--- src/rtl/cts_pkg.sv ---
`timescale 1ns / 1ps
// Shared types and constants for the Cauchy transform solver.
// No dependencies; used by cts_dp, cts_ctrl and the top level.
package cts_pkg;

  localparam int VALUE_W    = 32;
  localparam int FRAC_BITS  = 16;
  localparam int MAX_ORDER  = 16;
  localparam int ORDER_W    = 5;
  localparam int ITER_W     = 8;
  localparam int TOL_W      = 31;
  localparam int CFG_IDX_W  = 2;
  localparam int CFG_DATA_W = 31;

  localparam logic [CFG_IDX_W-1:0] CFG_ORDER    = 2'd0;
  localparam logic [CFG_IDX_W-1:0] CFG_MAX_ITER = 2'd1;
  localparam logic [CFG_IDX_W-1:0] CFG_TOL      = 2'd2;

  localparam logic [ORDER_W-1:0] ORDER_RST = 5'd16;
  localparam logic [ITER_W-1:0]  ITER_RST  = 8'd64;
  localparam logic [TOL_W-1:0]   TOL_RST   = 31'd66;

  localparam logic [1:0] CMD_LOAD  = 2'd0;
  localparam logic [1:0] CMD_EVAL  = 2'd1;
  localparam logic [1:0] CMD_SOLVE = 2'd2;

  typedef struct packed {
    logic [1:0]                command;
    logic [3:0]                coeff_index;
    logic signed [VALUE_W-1:0] operand;
  } cts_in_t;

  typedef struct packed {
    logic signed [VALUE_W-1:0] answer;
    logic [ITER_W-1:0]         iterations_used;
    logic                      converged;
    logic                      divide_error;
  } cts_out_t;

  // Commands from the controller to the datapath.
  typedef struct packed {
    logic capture;
    logic load;
    logic pinit;
    logic xsel_w;
    logic pm1;
    logic pm2;
    logic subd;
    logic div_start;
    logic div_sel_d;
    logic div_step;
    logic w_recip;
    logic conv_en;
    logic set_err;
    logic it_inc;
    logic out_load;
    logic out_eval;
  } cts_cmd_t;

  // Status from the datapath to the controller.
  typedef struct packed {
    logic z_zero;
    logic n_zero;
    logic poly_last;
    logic d_zero;
    logic div_last;
    logic conv;
    logic it_limit;
  } cts_sts_t;

endpackage

--- src/rtl/cts_ctrl.sv ---
`timescale 1ns / 1ps
// Controller state machine of the solver: sequences load, evaluate and solve
// requests over the datapath. Depends on cts_pkg.
module cts_ctrl (
  input  logic              clk_i,
  input  logic              rst_ni,
  input  logic              in_valid_i,
  input  logic [1:0]        in_command_i,
  output logic              in_stall_o,
  output logic              out_valid_o,
  input  logic              out_stall_i,
  input  cts_pkg::cts_sts_t sts_i,
  output cts_pkg::cts_cmd_t cmd_o
);

  localparam logic [3:0] S_IDLE  = 4'd0;
  localparam logic [3:0] S_PINIT = 4'd1;
  localparam logic [3:0] S_PA    = 4'd2;
  localparam logic [3:0] S_PM1   = 4'd3;
  localparam logic [3:0] S_PM2   = 4'd4;
  localparam logic [3:0] S_SUBD  = 4'd5;
  localparam logic [3:0] S_DCHK  = 4'd6;
  localparam logic [3:0] S_ZCHK  = 4'd7;
  localparam logic [3:0] S_DIV   = 4'd8;
  localparam logic [3:0] S_UPD   = 4'd9;
  localparam logic [3:0] S_CHECK = 4'd10;
  localparam logic [3:0] S_EMIT  = 4'd11;
  localparam logic [3:0] S_OUT   = 4'd12;

  logic [3:0] state_q, state_d;
  logic       solve_q, solve_d;
  logic       first_q, first_d;
  logic       accept;

  assign in_stall_o  = (state_q != S_IDLE);
  assign out_valid_o = (state_q == S_OUT);
  assign accept      = in_valid_i && !in_stall_o;

  always_comb begin
    state_d = state_q;
    solve_d = solve_q;
    first_d = first_q;
    cmd_o   = '0;
    cmd_o.xsel_w   = solve_q;
    cmd_o.out_eval = !solve_q;
    case (state_q)
      S_IDLE: begin
        if (accept) begin
          case (in_command_i)
            cts_pkg::CMD_LOAD: cmd_o.load = 1'b1;
            cts_pkg::CMD_EVAL: begin
              cmd_o.capture = 1'b1;
              solve_d = 1'b0;
              state_d = S_PINIT;
            end
            cts_pkg::CMD_SOLVE: begin
              cmd_o.capture = 1'b1;
              solve_d = 1'b1;
              state_d = S_ZCHK;
            end
            default: ;
          endcase
        end
      end
      S_PINIT: begin
        cmd_o.pinit = 1'b1;
        state_d = S_PA;
      end
      S_PA: begin
        // The coefficient read is issued here; data is valid next cycle.
        if (sts_i.n_zero) begin
          state_d = solve_q ? S_SUBD : S_EMIT;
        end else begin
          state_d = S_PM1;
        end
      end
      S_PM1: begin
        cmd_o.pm1 = 1'b1;
        state_d = S_PM2;
      end
      S_PM2: begin
        cmd_o.pm2 = 1'b1;
        if (sts_i.poly_last) begin
          state_d = solve_q ? S_SUBD : S_EMIT;
        end else begin
          state_d = S_PA;
        end
      end
      S_SUBD: begin
        cmd_o.subd = 1'b1;
        state_d = S_DCHK;
      end
      S_DCHK: begin
        if (sts_i.d_zero) begin
          cmd_o.set_err = 1'b1;
          state_d = S_EMIT;
        end else begin
          cmd_o.div_start = 1'b1;
          cmd_o.div_sel_d = 1'b1;
          state_d = S_DIV;
        end
      end
      S_ZCHK: begin
        if (sts_i.z_zero) begin
          cmd_o.set_err = 1'b1;
          state_d = S_EMIT;
        end else begin
          cmd_o.div_start = 1'b1;
          first_d = 1'b1;
          state_d = S_DIV;
        end
      end
      S_DIV: begin
        cmd_o.div_step = 1'b1;
        if (sts_i.div_last) begin
          state_d = S_UPD;
        end
      end
      S_UPD: begin
        // The starting reciprocal is not tested against the tolerance.
        cmd_o.w_recip = 1'b1;
        cmd_o.conv_en = !first_q;
        first_d = 1'b0;
        state_d = S_CHECK;
      end
      S_CHECK: begin
        if (sts_i.conv || sts_i.it_limit) begin
          state_d = S_EMIT;
        end else begin
          cmd_o.it_inc = 1'b1;
          state_d = S_PINIT;
        end
      end
      S_EMIT: begin
        cmd_o.out_load = 1'b1;
        state_d = S_OUT;
      end
      S_OUT: begin
        if (!out_stall_i) begin
          state_d = S_IDLE;
        end
      end
      default: state_d = S_IDLE;
    endcase
  end

  always_ff @(posedge clk_i or negedge rst_ni) begin
    if (!rst_ni) begin
      state_q <= S_IDLE;
      solve_q <= 1'b0;
      first_q <= 1'b0;
    end else begin
      state_q <= state_d;
      solve_q <= solve_d;
      first_q <= first_d;
    end
  end

endmodule

--- config.mk ---
export PLATFORM = sky130hd
export DESIGN_NAME = cts_ctrl
export DESIGN_NICKNAME = d
export VERILOG_FILES = /design/src/rtl/cts_pkg.sv /design/src/rtl/cts_ctrl.sv
export SDC_FILE = /design/constraint.sdc
export NUM_CORES = 1
export LEC_CHECK = 0
export BUFFER_PORTS_ARGS = -buffer_cell sky130_fd_sc_hd__buf_2
export CORE_MARGIN = 10
export CORE_UTILIZATION = 44
export DETAILED_ROUTE_END_ITERATION = 8
export GPL_ROUTABILITY_DRIVEN = 0
export GPL_TIMING_DRIVEN = 1
export PLACE_DENSITY = 0.84
export SYNTH_ARGS = -nofsm -noshare
export SYNTH_HDL_FRONTEND = slang
export SYNTH_SLANG_ARGS = --single-unit
export TNS_END_PERCENT = 20
--- constraint.sdc ---
create_clock -name clk_i -period 1.6 [get_ports clk_i]
set_clock_uncertainty 0.15 [all_clocks]
set_input_delay 0.16 -clock clk_i [delete_from_list [all_inputs] [get_ports clk_i]]
set_output_delay 0.16 -clock clk_i [all_outputs]
set_load 0.005 [all_outputs]
== Word level (Yosys, flattened, before mapping) ==
Cells that the tools add are included.
Operators by class
  magnitude comparators: 0
  multiplexer cells: 34
  div/mod/pow operators: 0
  multipliers: 0
  bitwise operators: 0
  shift-type cells: 0
  add/subtract/negate cells: 0
  equality and inequality tests: 19
  reduce and logical (&&, ||, !) cells: 14
Operators with widths (number)
  $pmux W4 S13: 1
  $mux W4: 7
  $eq A4 B4 Y1 const B: 5
  $eq A4 B3 Y1 const B: 4
  $mux W1: 15
  $mux W2: 6
  $eq A4 B2 Y1 const B: 2
  $ne A2 B2 Y1 const B: 4
  $pmux W1 S2: 4
  $pmux W4 S2: 1
  $eq A4 B1 Y1 const B: 1
  $logic_not A4 Y1: 1
  $reduce_and A4 Y1: 1
  $reduce_bool A2 Y1: 2
  $reduce_bool A4 Y1: 1
  $logic_not A1 Y1: 3
  $ne A3 B1 Y1 const B: 1
  $reduce_and A3 Y1: 1
  $eq A2 B1 Y1 const B: 1
  $eq A2 B2 Y1 const B: 1
  $logic_not A2 Y1: 1
  $reduce_and A2 Y1: 1
  $reduce_or A2 Y1: 1
  $logic_and A1 B1 Y1: 1
  $logic_or A1 B1 Y1: 1
Storage, ports and cells
  bits in read-only memories: 0
  latch bits: 0
  input port bits: 13
  word-level logic and storage cells: 70
  bits in registers: 6
  output and inout bits: 18
  memories: 0
  RAM bits: 0

== Depth between registers and ports, before layout ==
  word-level depth: 5
  gate-level depth with buffers: 6
  mapped depth without buffers: 6

== Least setup slack after synthesis ==
OpenSTA, ideal clock, no wires.
  kind: register -> register
  start point: register state_q[2]
  end point: register state_q[2]
  stages on the path, launching flop included: 6
  buffers on the path: 1
  clock period less this slack: 1401 ps
  library setup time: 75 ps
  setup slack: 199 ps
  data arrival time: 1176 ps
  data required time: 1375 ps
  cell sequence: dfrtp_1 buf_6 or3b_1 a211oi_2 a221oi_1 o2bb2ai_2
Between the ends
  word-level cells in the longest chain between the ends: 5
  elaborated cells between the ends (all ways): 22
  those cells by class: eq/ne: 16; mux: 1; reduce/logical: 5
RTL lines
  start: declaration: line cts_ctrl.sv:30  | logic [3:0] state_q, state_d;
  start signal: assignment: line cts_ctrl.sv:153  | state_q <= state_d;
  $reduce_bool A4 Y1: line cts_ctrl.sv:35  | assign in_stall_o = (state_q != S_IDLE);
  $logic_not A1 Y1: line cts_ctrl.sv:37  | assign accept = in_valid_i && !in_stall_o;
  $logic_and A1 B1 Y1: line cts_ctrl.sv:37
  $ne A2 B2 Y1 (no source line)
  $reduce_and A4 Y1 (no source line)
Parallel ways exist; a longest one is shown, timed or not.
A chain may end at the register's enable or synchronous reset.

==> impl_metrics.tcl <==
set metrics [dict create \
    clock_sinks 6 \
    async_flop_share_pct 100 \
    cap_violations 0 \
    final.setup.tns_ns -0.0836 \
    synth_seq_cells 6 \
    finalHoldViolations 0 \
    cp-start-kind "flip-flop" \
    ioPinCount 31 \
    critPathLaunch "state_q[0]" \
    gr-max-usage-layer "met2" \
    drv_slew 0 \
    num_rows 13 \
    synth_common_cells "10 x nand2_1, 10 x nor2_1, 7 x nor3_1, 6 x dfrtp_1, 5 x nand2b_1" \
    switching_share_pct 47.1 \
    crit_fanout 6 \
    vias 751 \
    routedWlPerCell_um 16.7 \
    setup_ws_ns -0.0319 \
    fin_crit_sh_pct 102 \
    synth_mux_area_share_pct 3.67 \
    port_buffers 30 \
    place_hpwl_mm 1.53 \
    clk_pin_slew_worst_paths_ns 0.05 \
    setup.worst_path.class "reg -> out" \
    drc 0 \
    hp-start "sts_i[4]" \
    path_delay_family "flip-flops" \
    max_stage_delay_ns 0.48 \
    area_growth_syn_to_layout_pct 58.8 \
    slowest_stage "dfrtp_2" \
    vias_per_cell 5.40 \
    grt_setup_unrepaired "yes" \
    ctsLongestPathBuffers 2 \
    power.leakage_nw 0.480 \
    synth_cell_types 31 \
    dr.pass1.iters 4 \
    grt_pass1_vias 808 \
    outcome "finished with violations" \
    met2_usage_pct 23.3 \
    fmax_mhz 613 \
    start_util_pct 47.1 \
    period_minus_slack_ns 1.63 \
    grt_util_met1_pct 13.3 \
    p_clk_share_pct 9.2 \
    core_um2 1300 \
    p_switching_uw 746 \
    reg2reg_from "state_q[0]" \
    place_ws_ns 0.0309 \
    layout-drive-gt1-share_pct 54.8 \
    yosys.area.top_type_share_pct 24.5 \
    fp.dieH_um 57.3 \
    min_path_type "in -> reg" \
    numCtsBuffers 3 \
    worstPathRequired_ns 1.29 \
    use_met3_pct 5.53 \
    synth-edff-count 0 \
    total_power_mw 1.58 \
    timing.critical_path.buf_inv 1 \
    ant_nets 0 \
    worstSetupEndpointType "output pin" \
    p_int_uw 839 \
    cts_root_buf "clkbuf_4" \
    synth-simple-area-share_pct 37.1 \
    die_x_um 57.3 \
    syn-num-nets 98 \
    setup_viol 3 \
    drt_first_iter_violations 19 \
    avgSynthCellArea_um2 7.39 \
    powerDensity_nw_per_um2 1630 \
    grt_pass1_wl_mm 3.65 \
    cts_tree "yes" \
    synthXorXnorAreaFrac_pct 0 \
    p_seq_share_pct 24.0 \
    grt_max_degree 15 \
    dpl_cell_area_um2 786 \
    yosysTopAreaCell "dfrtp_1" \
    worstPathArrival_ns 1.32 \
    antenna_found_initial 0 \
    tightest_slew_ns 0.308 \
    synth-adder-area-share_pct 4.08 \
    grtUsageTotal_pct 13.7 \
    ir_worst_vdd_v 0.000908 \
    synth_area_um2 613 \
    yosysSeqAreaShare_pct 24.5 \
    grt.overflow.total 0 \
    synthCells 83 \
    synth_top_family_by_area "simple AND/OR/NAND/NOR gates" \
    ys_top_cells_by_area "dfrtp_1 24%, nand2_1 6.1%, nor2_1 6.1%, nor3_1 5.7%, nand2b_1 5.1%" \
    ys_warn_count 0 \
    design_area_um2 973 \
    synth_compound_area_share_pct 20.8 \
    combPwrFrac_pct 66.9 \
    clk-insertion-delay-late_ns 0.25 \
    post-route-util_pct 74.8 \
    routed_wl_mm 2.32 \
    max_slew_margin_pct 79.5 \
    die-area_um2 3290 \
    ys.flop_type "dfrtp_1" \
    h-tree-depth 1 \
    nets 141 \
    crit_chain "mux2_4 > nor2_1 > buf_2" \
    diodes 0 \
    violations "setup timing" \
]
[worst register-to-register path, delay by kind of cell (launching register included)]
| kind | cells | cell delay [ns] |
|---|---|---|
| buf+inv | 3 | 0.40 |
| simple gates | 1 | 0.05 |
| compound gates | 2 | 0.43 |
| flops | 1 | 0.48 |
[cell usage in the layout (no fill, tap or decap), drive strengths merged]
master and instances:
buf 42, nand2 10, nor2 10, nor3 8
o21ai 8, dfrtp 6, nand2b 5, inv 4
nand3b 3, a21oi 3, clkbuf 3, a211oi 3
and3 2, ha 2, dlygate4sd3 2, mux2 2
nor4b 1, nor2b 1, and2 1, clkinv 1
or3b 1, a221oi 1, o2bb2ai 1, nand3 1
a22oi 1, or2 1, a41oi 1
[per-stage QoR]
stage	hold WS, ns	cells
2_1_floorplan	-0.286	83
3_3_place_gp	-0.163	128
3_5_place_dp	-0.158	128
4_1_cts	0.0960	138
5_1_grt	0.112	139
6_report	0.104	139
[state kept, by name, summed over array words and instances (netlist names)]
register,count
state_q,4
first_q,1
solve_q,1
[metal layers]
| layer | vias up | wire length, µm |
|---|---|---|
| li1 | 374 | - |
| met5 | - | 0 |
| met3 | 8 | 213 |
| met4 | 0 | 104 |
| met2 | 36 | 1160 |
| met1 | 333 | 840 |
[area by class of cell]
cell class,instances,area (µm²)
multi-input combinational,66,493
fill,118,328
timing repair buffer,44,265
sequential,6,155
clock buffer,3,22.5
inverter,5,18.8
tap,15,18.8
[path summary, 6_finish.rpt]
check / cells after the start / slack [ns] / end
worst max-delay path: 3 / -0.03 / cmd_o[8]
worst min-delay path: 3 / 0.10 / state_q[0]
worst max register to register: 6 / -0.03 / state_q[2]
worst min register to register: 2 / 0.42 / first_q
max in group asynchronous: 2 / 1.03 / state_q[3]
min in group asynchronous: 2 / 0.11 / state_q[2]
[cell families after synthesis]
kind of cell | after synthesis
adders and majority gates | 2
and+or+nand+nor | 44
buffers and inverters | 11
muxes | 2
DFF | 6
AOI/OAI and AO/OA | 18
[power groups by stage]
stage / Sequential (mW) / Clock (mW) / Combinational, mW
4_1_cts: 0.347 / 0.148 / 0.887
6_report: 0.380 / 0.145 / 1.06
5_1_grt: 0.392 / 0.162 / 1.16
3_5_place_dp: 0.365 / 0 / 0.748
2_1_floorplan: 0.271 / 0 / 0.569
3_3_place_gp: 0.356 / 0 / 0.737
[timing repair]
item / 4_1_cts / 5_1_grt
buffers inserted: 5 / 1
endpoints found under the hold margin: 7 / 0
setup endpoints to repair: 12 / 18
hold buffers: 2 / 0
pin swaps: 1 / 3
gates resized for setup: 7 / 18
(Power assumes the default switching activity.)
